==> src/rtl/pva_pkg.sv <==
// Package for the polyphonic voice allocator: sequencer state type,
// controller/datapath command and status words, and shared constants.
`timescale 1ns / 1ps
package pva_pkg;

    localparam int DEF_VOICES = 8;   // default voice pool size
    localparam int FIELD_W    = 7;   // velocity and pitch width
    localparam int OUT_W      = 3;   // reported voice number width

    typedef enum logic [1:0] {
        ST_IDLE,
        ST_SCAN,
        ST_COMMIT
    } t_state;

    typedef struct packed {
        logic load;     // latch the event and restart the scan
        logic scan;     // examine one voice this cycle
        logic commit;   // update state and emit the result word
    } t_ctrl_cmd;

    typedef struct packed {
        logic scan_last;  // scan index is at the last voice
    } t_ctrl_stat;

endpackage

==> src/rtl/pva_controller.sv <==
// Sequencer for the voice allocator: idle, one-voice-per-cycle scan, commit.
// Depends on pva_pkg for the state type and the command/status structs.
`timescale 1ns / 1ps
module pva_controller
    import pva_pkg::*;
(
    input  logic       i_clk,
    input  logic       i_rst_n,
    input  logic       start,
    output logic       busy,
    input  t_ctrl_stat i_stat,
    output t_ctrl_cmd  o_cmd
);

    t_state r_state;
    t_state n_state;

    always_ff @(posedge i_clk) begin
        if (!i_rst_n) begin
            r_state <= ST_IDLE;
        end else begin
            r_state <= n_state;
        end
    end

    always_comb begin
        n_state = r_state;
        unique case (r_state)
            ST_IDLE: begin
                if (start) n_state = ST_SCAN;
            end
            ST_SCAN: begin
                if (i_stat.scan_last) n_state = ST_COMMIT;
            end
            ST_COMMIT: begin
                n_state = ST_IDLE;
            end
            default: n_state = ST_IDLE;
        endcase
    end

    always_comb begin
        o_cmd = '0;
        busy  = 1'b1;
        unique case (r_state)
            ST_IDLE: begin
                busy       = 1'b0;
                o_cmd.load = start;
            end
            ST_SCAN: begin
                o_cmd.scan = 1'b1;
            end
            ST_COMMIT: begin
                o_cmd.commit = 1'b1;
            end
            default: begin
                busy = 1'b1;
            end
        endcase
    end

endmodule

==> src/rtl/pva_datapath.sv <==
// Datapath of the voice allocator: voice table, age list, scan index and
// result register. Depends on pva_pkg; driven by pva_controller commands.
`timescale 1ns / 1ps
module pva_datapath
    import pva_pkg::*;
#(
    parameter int VOICES = DEF_VOICES
) (
    input  logic               i_clk,
    input  logic               i_rst_n,
    input  t_ctrl_cmd          i_cmd,
    output t_ctrl_stat         o_stat,
    input  logic [FIELD_W-1:0] i_velocity,
    input  logic [FIELD_W-1:0] i_pitch,
    output logic [OUT_W-1:0]   o_voice_index,
    output logic               o_valid
);

    localparam int VW = (VOICES > 1) ? $clog2(VOICES) : 1;

    logic [FIELD_W-1:0] r_vel;
    logic [FIELD_W-1:0] r_pitch;
    logic [VW-1:0]      r_idx;
    logic               r_found;
    logic [VW-1:0]      r_chosen;

    logic [FIELD_W-1:0] r_voice_pitch [VOICES];
    logic [FIELD_W-1:0] r_voice_vel   [VOICES];
    logic [VOICES-1:0]  r_voice_busy;
    logic [VW-1:0]      r_age         [VOICES];
    logic [VOICES-1:0]  r_age_valid;

    logic [OUT_W-1:0]   r_out_idx;
    logic               r_out_valid;

    logic               note_off;
    logic               hit;
    logic               free;
    logic [VW-1:0]      final_idx;
    logic [VW+OUT_W-1:0] final_ext;

    assign note_off = (r_vel == '0);
    assign hit      = (r_voice_pitch[r_idx] == r_pitch);
    assign free     = !r_voice_busy[r_idx];

    always_comb begin
        if (note_off || r_found) begin
            final_idx = r_chosen;
        end else if (r_age_valid[0]) begin
            final_idx = r_age[0];  // steal the oldest allocation
        end else begin
            final_idx = '0;
        end
    end

    assign final_ext          = {{OUT_W{1'b0}}, final_idx};
    assign o_stat.scan_last   = (r_idx == VW'(VOICES - 1));

    // Event latch and scan state
    always_ff @(posedge i_clk) begin
        if (i_cmd.load) begin
            r_vel    <= i_velocity;
            r_pitch  <= i_pitch;
            r_idx    <= '0;
            r_found  <= 1'b0;
            r_chosen <= '0;
        end else if (i_cmd.scan) begin
            r_idx <= r_idx + VW'(1);
            if (note_off) begin
                if (hit) r_chosen <= r_idx;  // last match wins
            end else if (free && !r_found) begin
                r_found  <= 1'b1;
                r_chosen <= r_idx;
            end
        end
    end

    // Voice table: release during the scan, allocate at commit
    always_ff @(posedge i_clk) begin
        if (!i_rst_n) begin
            for (int i = 0; i < VOICES; i++) begin
                r_voice_pitch[i] <= '0;
                r_voice_vel[i]   <= '0;
            end
            r_voice_busy <= '0;
        end else if (i_cmd.scan && note_off && hit) begin
            r_voice_vel[r_idx]  <= '0;
            r_voice_busy[r_idx] <= 1'b0;
        end else if (i_cmd.commit && !note_off) begin
            r_voice_pitch[final_idx] <= r_pitch;
            r_voice_vel[final_idx]   <= r_vel;
            r_voice_busy[final_idx]  <= 1'b1;
        end
    end

    // Age list: advance toward the head, push the allocated voice at the tail
    always_ff @(posedge i_clk) begin
        if (!i_rst_n) begin
            r_age_valid <= '0;
        end else if (i_cmd.commit && !note_off) begin
            r_age_valid <= {1'b1, r_age_valid[VOICES-1:1]};
        end
    end

    always_ff @(posedge i_clk) begin
        if (i_cmd.commit && !note_off) begin
            for (int i = 0; i < VOICES - 1; i++) begin
                r_age[i] <= r_age[i+1];
            end
            r_age[VOICES-1] <= final_idx;
        end
    end

    // Result word, shown for one cycle
    always_ff @(posedge i_clk) begin
        if (!i_rst_n) begin
            r_out_valid <= 1'b0;
        end else begin
            r_out_valid <= i_cmd.commit;
        end
    end

    always_ff @(posedge i_clk) begin
        if (i_cmd.commit) r_out_idx <= final_ext[OUT_W-1:0];
    end

    assign o_voice_index = r_out_idx;
    assign o_valid       = r_out_valid;

endmodule

==> src/rtl/poly_voice_allocator.sv <==
// Polyphonic voice allocator with oldest-voice stealing.
// Usage: present i_velocity and i_pitch with start; the event word is
// taken at a clock edge where start is high and busy is low. Velocity zero
// is a note-off that releases every voice holding the pitch; any other
// velocity takes the lowest free voice, or steals the oldest allocation.
// Each event yields one result word: o_voice_index with o_valid high for
// exactly one cycle. The receiver cannot hold it off.
// Timing: the sequencer examines one voice per cycle in its scan state and
// then commits; busy stays high through the scan and the commit, and
// o_valid rises on the edge that drops busy. A new event is accepted only
// in a cycle where busy is low, so no new event is taken before the last
// one has produced its result word.
// Reset (synchronous, active low): all voices free with pitch and velocity
// zero, the age list empty, no result pending.
// Depends on pva_pkg, pva_controller and pva_datapath.
`timescale 1ns / 1ps
module poly_voice_allocator
    import pva_pkg::*;
#(
    parameter int VOICES = DEF_VOICES
) (
    input  logic               i_clk,
    input  logic               i_rst_n,
    input  logic               start,
    output logic               busy,
    input  logic [FIELD_W-1:0] i_velocity,
    input  logic [FIELD_W-1:0] i_pitch,
    output logic [OUT_W-1:0]   o_voice_index,
    output logic               o_valid
);

    t_ctrl_cmd  cmd;
    t_ctrl_stat stat;

    pva_controller u_ctrl (
        .i_clk   (i_clk),
        .i_rst_n (i_rst_n),
        .start   (start),
        .busy    (busy),
        .i_stat  (stat),
        .o_cmd   (cmd)
    );

    pva_datapath #(
        .VOICES (VOICES)
    ) u_dp (
        .i_clk         (i_clk),
        .i_rst_n       (i_rst_n),
        .i_cmd         (cmd),
        .o_stat        (stat),
        .i_velocity    (i_velocity),
        .i_pitch       (i_pitch),
        .o_voice_index (o_voice_index),
        .o_valid       (o_valid)
    );

    a_accept_busy: assert property (@(posedge i_clk) disable iff (!i_rst_n)
        (start && !busy) |=> busy)
        else $error("accepted event did not raise busy");

    a_done_strobe: assert property (@(posedge i_clk) disable iff (!i_rst_n)
        $fell(busy) |-> o_valid)
        else $error("event finished without a result word");

    a_strobe_idle: assert property (@(posedge i_clk) disable iff (!i_rst_n)
        o_valid |-> (!busy && !$past(o_valid)))
        else $error("result strobe outside the end of an event");

endmodule

==> config.mk <==
export PLATFORM = sky130hd
export DESIGN_NAME = poly_voice_allocator
export DESIGN_NICKNAME = d
export VERILOG_FILES = /design/src/rtl/pva_pkg.sv /design/src/rtl/pva_controller.sv /design/src/rtl/pva_datapath.sv /design/src/rtl/poly_voice_allocator.sv
export SDC_FILE = /design/constraint.sdc
export NUM_CORES = 1
export LEC_CHECK = 0
export BUFFER_PORTS_ARGS = -buffer_cell sky130_fd_sc_hd__buf_2
export CAP_MARGIN = 15
export CORE_MARGIN = 2
export CORE_UTILIZATION = 41
export CTS_CLUSTER_SIZE = 8
export DETAILED_ROUTE_END_ITERATION = 8
export PLACE_DENSITY_LB_ADDON = 0.3
export SLEW_MARGIN = 10
export SYNTH_ARGS = -nofsm -noshare
export SYNTH_HDL_FRONTEND = slang
export SYNTH_HIERARCHICAL = 1
export SYNTH_SLANG_ARGS = --single-unit
==> constraint.sdc <==
create_clock -name i_clk -period 8.5 [get_ports i_clk]
set_input_delay 0.425 -clock i_clk [delete_from_list [all_inputs] [get_ports i_clk]]
set_output_delay 0.425 -clock i_clk [all_outputs]
set_load 0.01 [all_outputs]
==> reports/metrics.csv <==
metric;value;unit
RePlAce Congestion;0.819;
number of global-route vias before repair;3084;
post-synthesis async set-or-reset flop share;0;
fin cells;603;
clock root cell;clkbuf_16;
gr usage total;0.161;
worst setup path endpoint;u_dp/r_voice_pitch[7][5];
pre-CTS setup slack;5.36;ns
Pins Over Slew Limit;0;
Hold Crit Start;i_pitch[3];
CTS tree;done;
Fmax achieved;0.315;GHz
die area;14000;µm²
clock buffer depth;2;
Clock Sink Count;126;
DRC;0;
Cell Pwr Density;242;nW/µm²
Initial Util;0.423;
final setup margin;5.33;ns
diodes inserted;0;
Max IR drop VDD;0.158;mV
FF-to-FF Start;u_dp/r_vel[1];
Clock transition at path regs;0.06;ns
CP Launch Point;u_dp/r_vel[1];
fin util;0.487;
Post-synth EDFFs;97;
share of layout cells above drive strength 1;0.197;
clock skew;0.00847;ns
Slew @ Worst Pin;1.07;ns
Final Hold Viols;0;
post-CTS setup buffer count;0;
Num CTS Buffers;17;
reg2reg path depth;7;
unrepaired setup endpoints after global routing;false;
Slowest-stage cell, CP;o21ai_0;
WS Path Type;register to register;
DRT antenna net count;0;
Syn Nets;410;
H-tree levels;4;
Worst slew margin;0.282;
worst flop-to-flop path endpoint;u_dp/r_voice_pitch[7][5];
critical path's largest stage delay;0.79;ns
largest net degree at the start of global routing;34;
initial antenna violation count;0;
Netlist cell types;51;
Final min period;3.17;ns
top cell type's share of synthesized area;0.544;
Yosys reg bits;126;
critical path depth;7;
worst path cell trace;or4_4 > nor4_4 > nor2_2 > mux2_4 > clkinv_2 > nand3_4 > o21ai_0;
most common cell in the netlist;edfxtp_1;
vias per inst;5.02;
port bufs;21;
CP endpoint kind;register;
flop2flop setup slack;5.33;ns
Crit path required time;8.51;ns
commonest cells in the netlist;edfxtp_1, and2_1, nand2_1, dfxtp_1, nor2_1;
Core ar.;12700;µm²
DIE HEIGHT;118;µm
HP Class;primary input to register;
Multi-input gate area;1770;µm²
Die X;118;µm
layout overhead on the synthesized area;15.2;%
# rows;41;
Via Count;3026;
register area share after synthesis;0.652;
drt pass-1 iters;5;
WL final;10700;µm
Top Ports;22;
final setup violation count;0;
# nets final;438;
placed cell count;571;
crit-path leading delay family;simple AND/OR/NAND/NOR gates;
total power;0.00149;W
post-CTS resize count;0;
Register Area;3490;µm²
Yosys warning total;6;
CP bufs+invs;1;
WL/cell;17.7;µm
setup TNS;0;ns
hold_buf cts;0;
Critical Path Fanout Max;12;
MaxCap Viol Count;0;
top post-synthesis cells by area;edfxtp_1, dfxtp_1, and2_1, mux4_2, mux2i_1;
CP Launch Type;register;
HPWL after DPL;7080;µm
Leak;2.20;nW
Final period util;0.373;
clk_lat worst skew;0.40;ns
largest area contributor in the netlist;edfxtp_1;
number of DRC markers in iteration 0;243;
CP arrival;3.19;ns
status;completed;
main flop type after synthesis;edfxtp_1;
first-pass GRT wire length;17100;µm
syn_area_per_cell;13.7;µm²
Syn Std Cell Area;5360;µm²
grt total ovfl;0;
fillers;1126;
Cells after Synth;391;
[cell usage in the layout, fill, tap and decap left out, types with 3 or more instances in the layout]
master / synthesis / layout
a21boi_0: 7 / 7
a31oi_1: 5 / 5
and2_1: 58 / 58
buf_2: 2 / 22
clkbuf_1: 8 / 4
clkbuf_16: 0 / 17
clkinv_2: 1 / 6
dfxtp_1: 29 / 29
edfxtp_1: 97 / 97
inv_1: 4 / 4
mux2_2: 6 / 6
mux2i_1: 16 / 16
mux4_2: 10 / 10
nand2_1: 36 / 36
nand2b_1: 9 / 9
nor2_1: 25 / 25
nor2_2: 3 / 3
nor2b_1: 5 / 5
nor3_1: 5 / 5
o21a_1: 3 / 3
o21ai_0: 18 / 18
xnor2_1: 4 / 4
[area by class of cell]
class | count | area share
clock buffer | 22 | 0.0736
sequential | 126 | 0.566
tap | 172 | 0.0349
timing repair buffer | 23 | 0.0191
inverter | 7 | 0.00446
multi-input combinational | 244 | 0.286
clock inverter | 9 | 0.0156
[power breakdown]
part / total [W] / internal [W] / leakage [nW] / switching (W)
Clock: 0.000674 / 0.000434 / 0.271 / 0.000240
Combinational: 0.000100 / 0.0000543 / 0.743 / 0.0000457
Sequential: 0.000721 / 0.000683 / 1.19 / 0.0000384
Total: 0.00149 / 0.00117 / 2.20 / 0.000324
[per-layer routing]
| layer | global-route usage | part of all wire |
|---|---|---|
| met4 | 0.0429 | 0.0093 |
| met3 | 0.0473 | 0.046 |
| met1 | 0.220 | 0.46 |
| met2 | 0.253 | 0.48 |
| met5 | 0 | 0 |
[registers in the layout, summed over array words and instances, names as in the netlist, named ones only]
signal / count
u_dp/r_voice_busy: 8
u_dp/r_voice_pitch: 56
u_dp/r_age: 24
u_dp/r_age_valid: 8
u_dp/r_chosen: 3
u_ctrl/r_state: 2
u_dp/r_pitch: 7
u_dp/o_voice_index: 3
u_dp/r_found: 1
u_dp/o_valid: 1
u_dp/r_vel: 7
u_dp/r_idx: 3
[logic make-up after synthesis]
kind of cell,Yosys count,synth area share
xor+xnor,5,0.00817
flops,126,0.652
buf+inv,21,0.0196
mux,34,0.0915
compound gates,46,0.0553
fa+ha+maj,2,0.00467
simple gates,157,0.169
[worst min path at each step]
stage / end / slack, ns / cells after the start
5_1_grt: u_dp/r_pitch[1] / 0.18 / 1
3_5_place_dp: u_dp/r_age[1][6] / 0.41 / 0
6_report: u_dp/r_pitch[3] / 0.20 / 1
4_1_cts: u_dp/r_pitch[3] / 0.18 / 1
2_1_floorplan: u_dp/r_age[0][0] / 0.40 / 0
3_3_place_gp: u_dp/r_age[0][4] / 0.40 / 0
[metrics by stage]
step | hold WS [ns] | instance area, µm²
global route | 0.179 | 6170
finish | 0.202 | 6170
CTS | 0.180 | 6170
global placement | 0.404 | 5620
detailed placement | 0.405 | 5620
floorplan | 0.400 | 5360
Power figures use the tool's default switching activity.
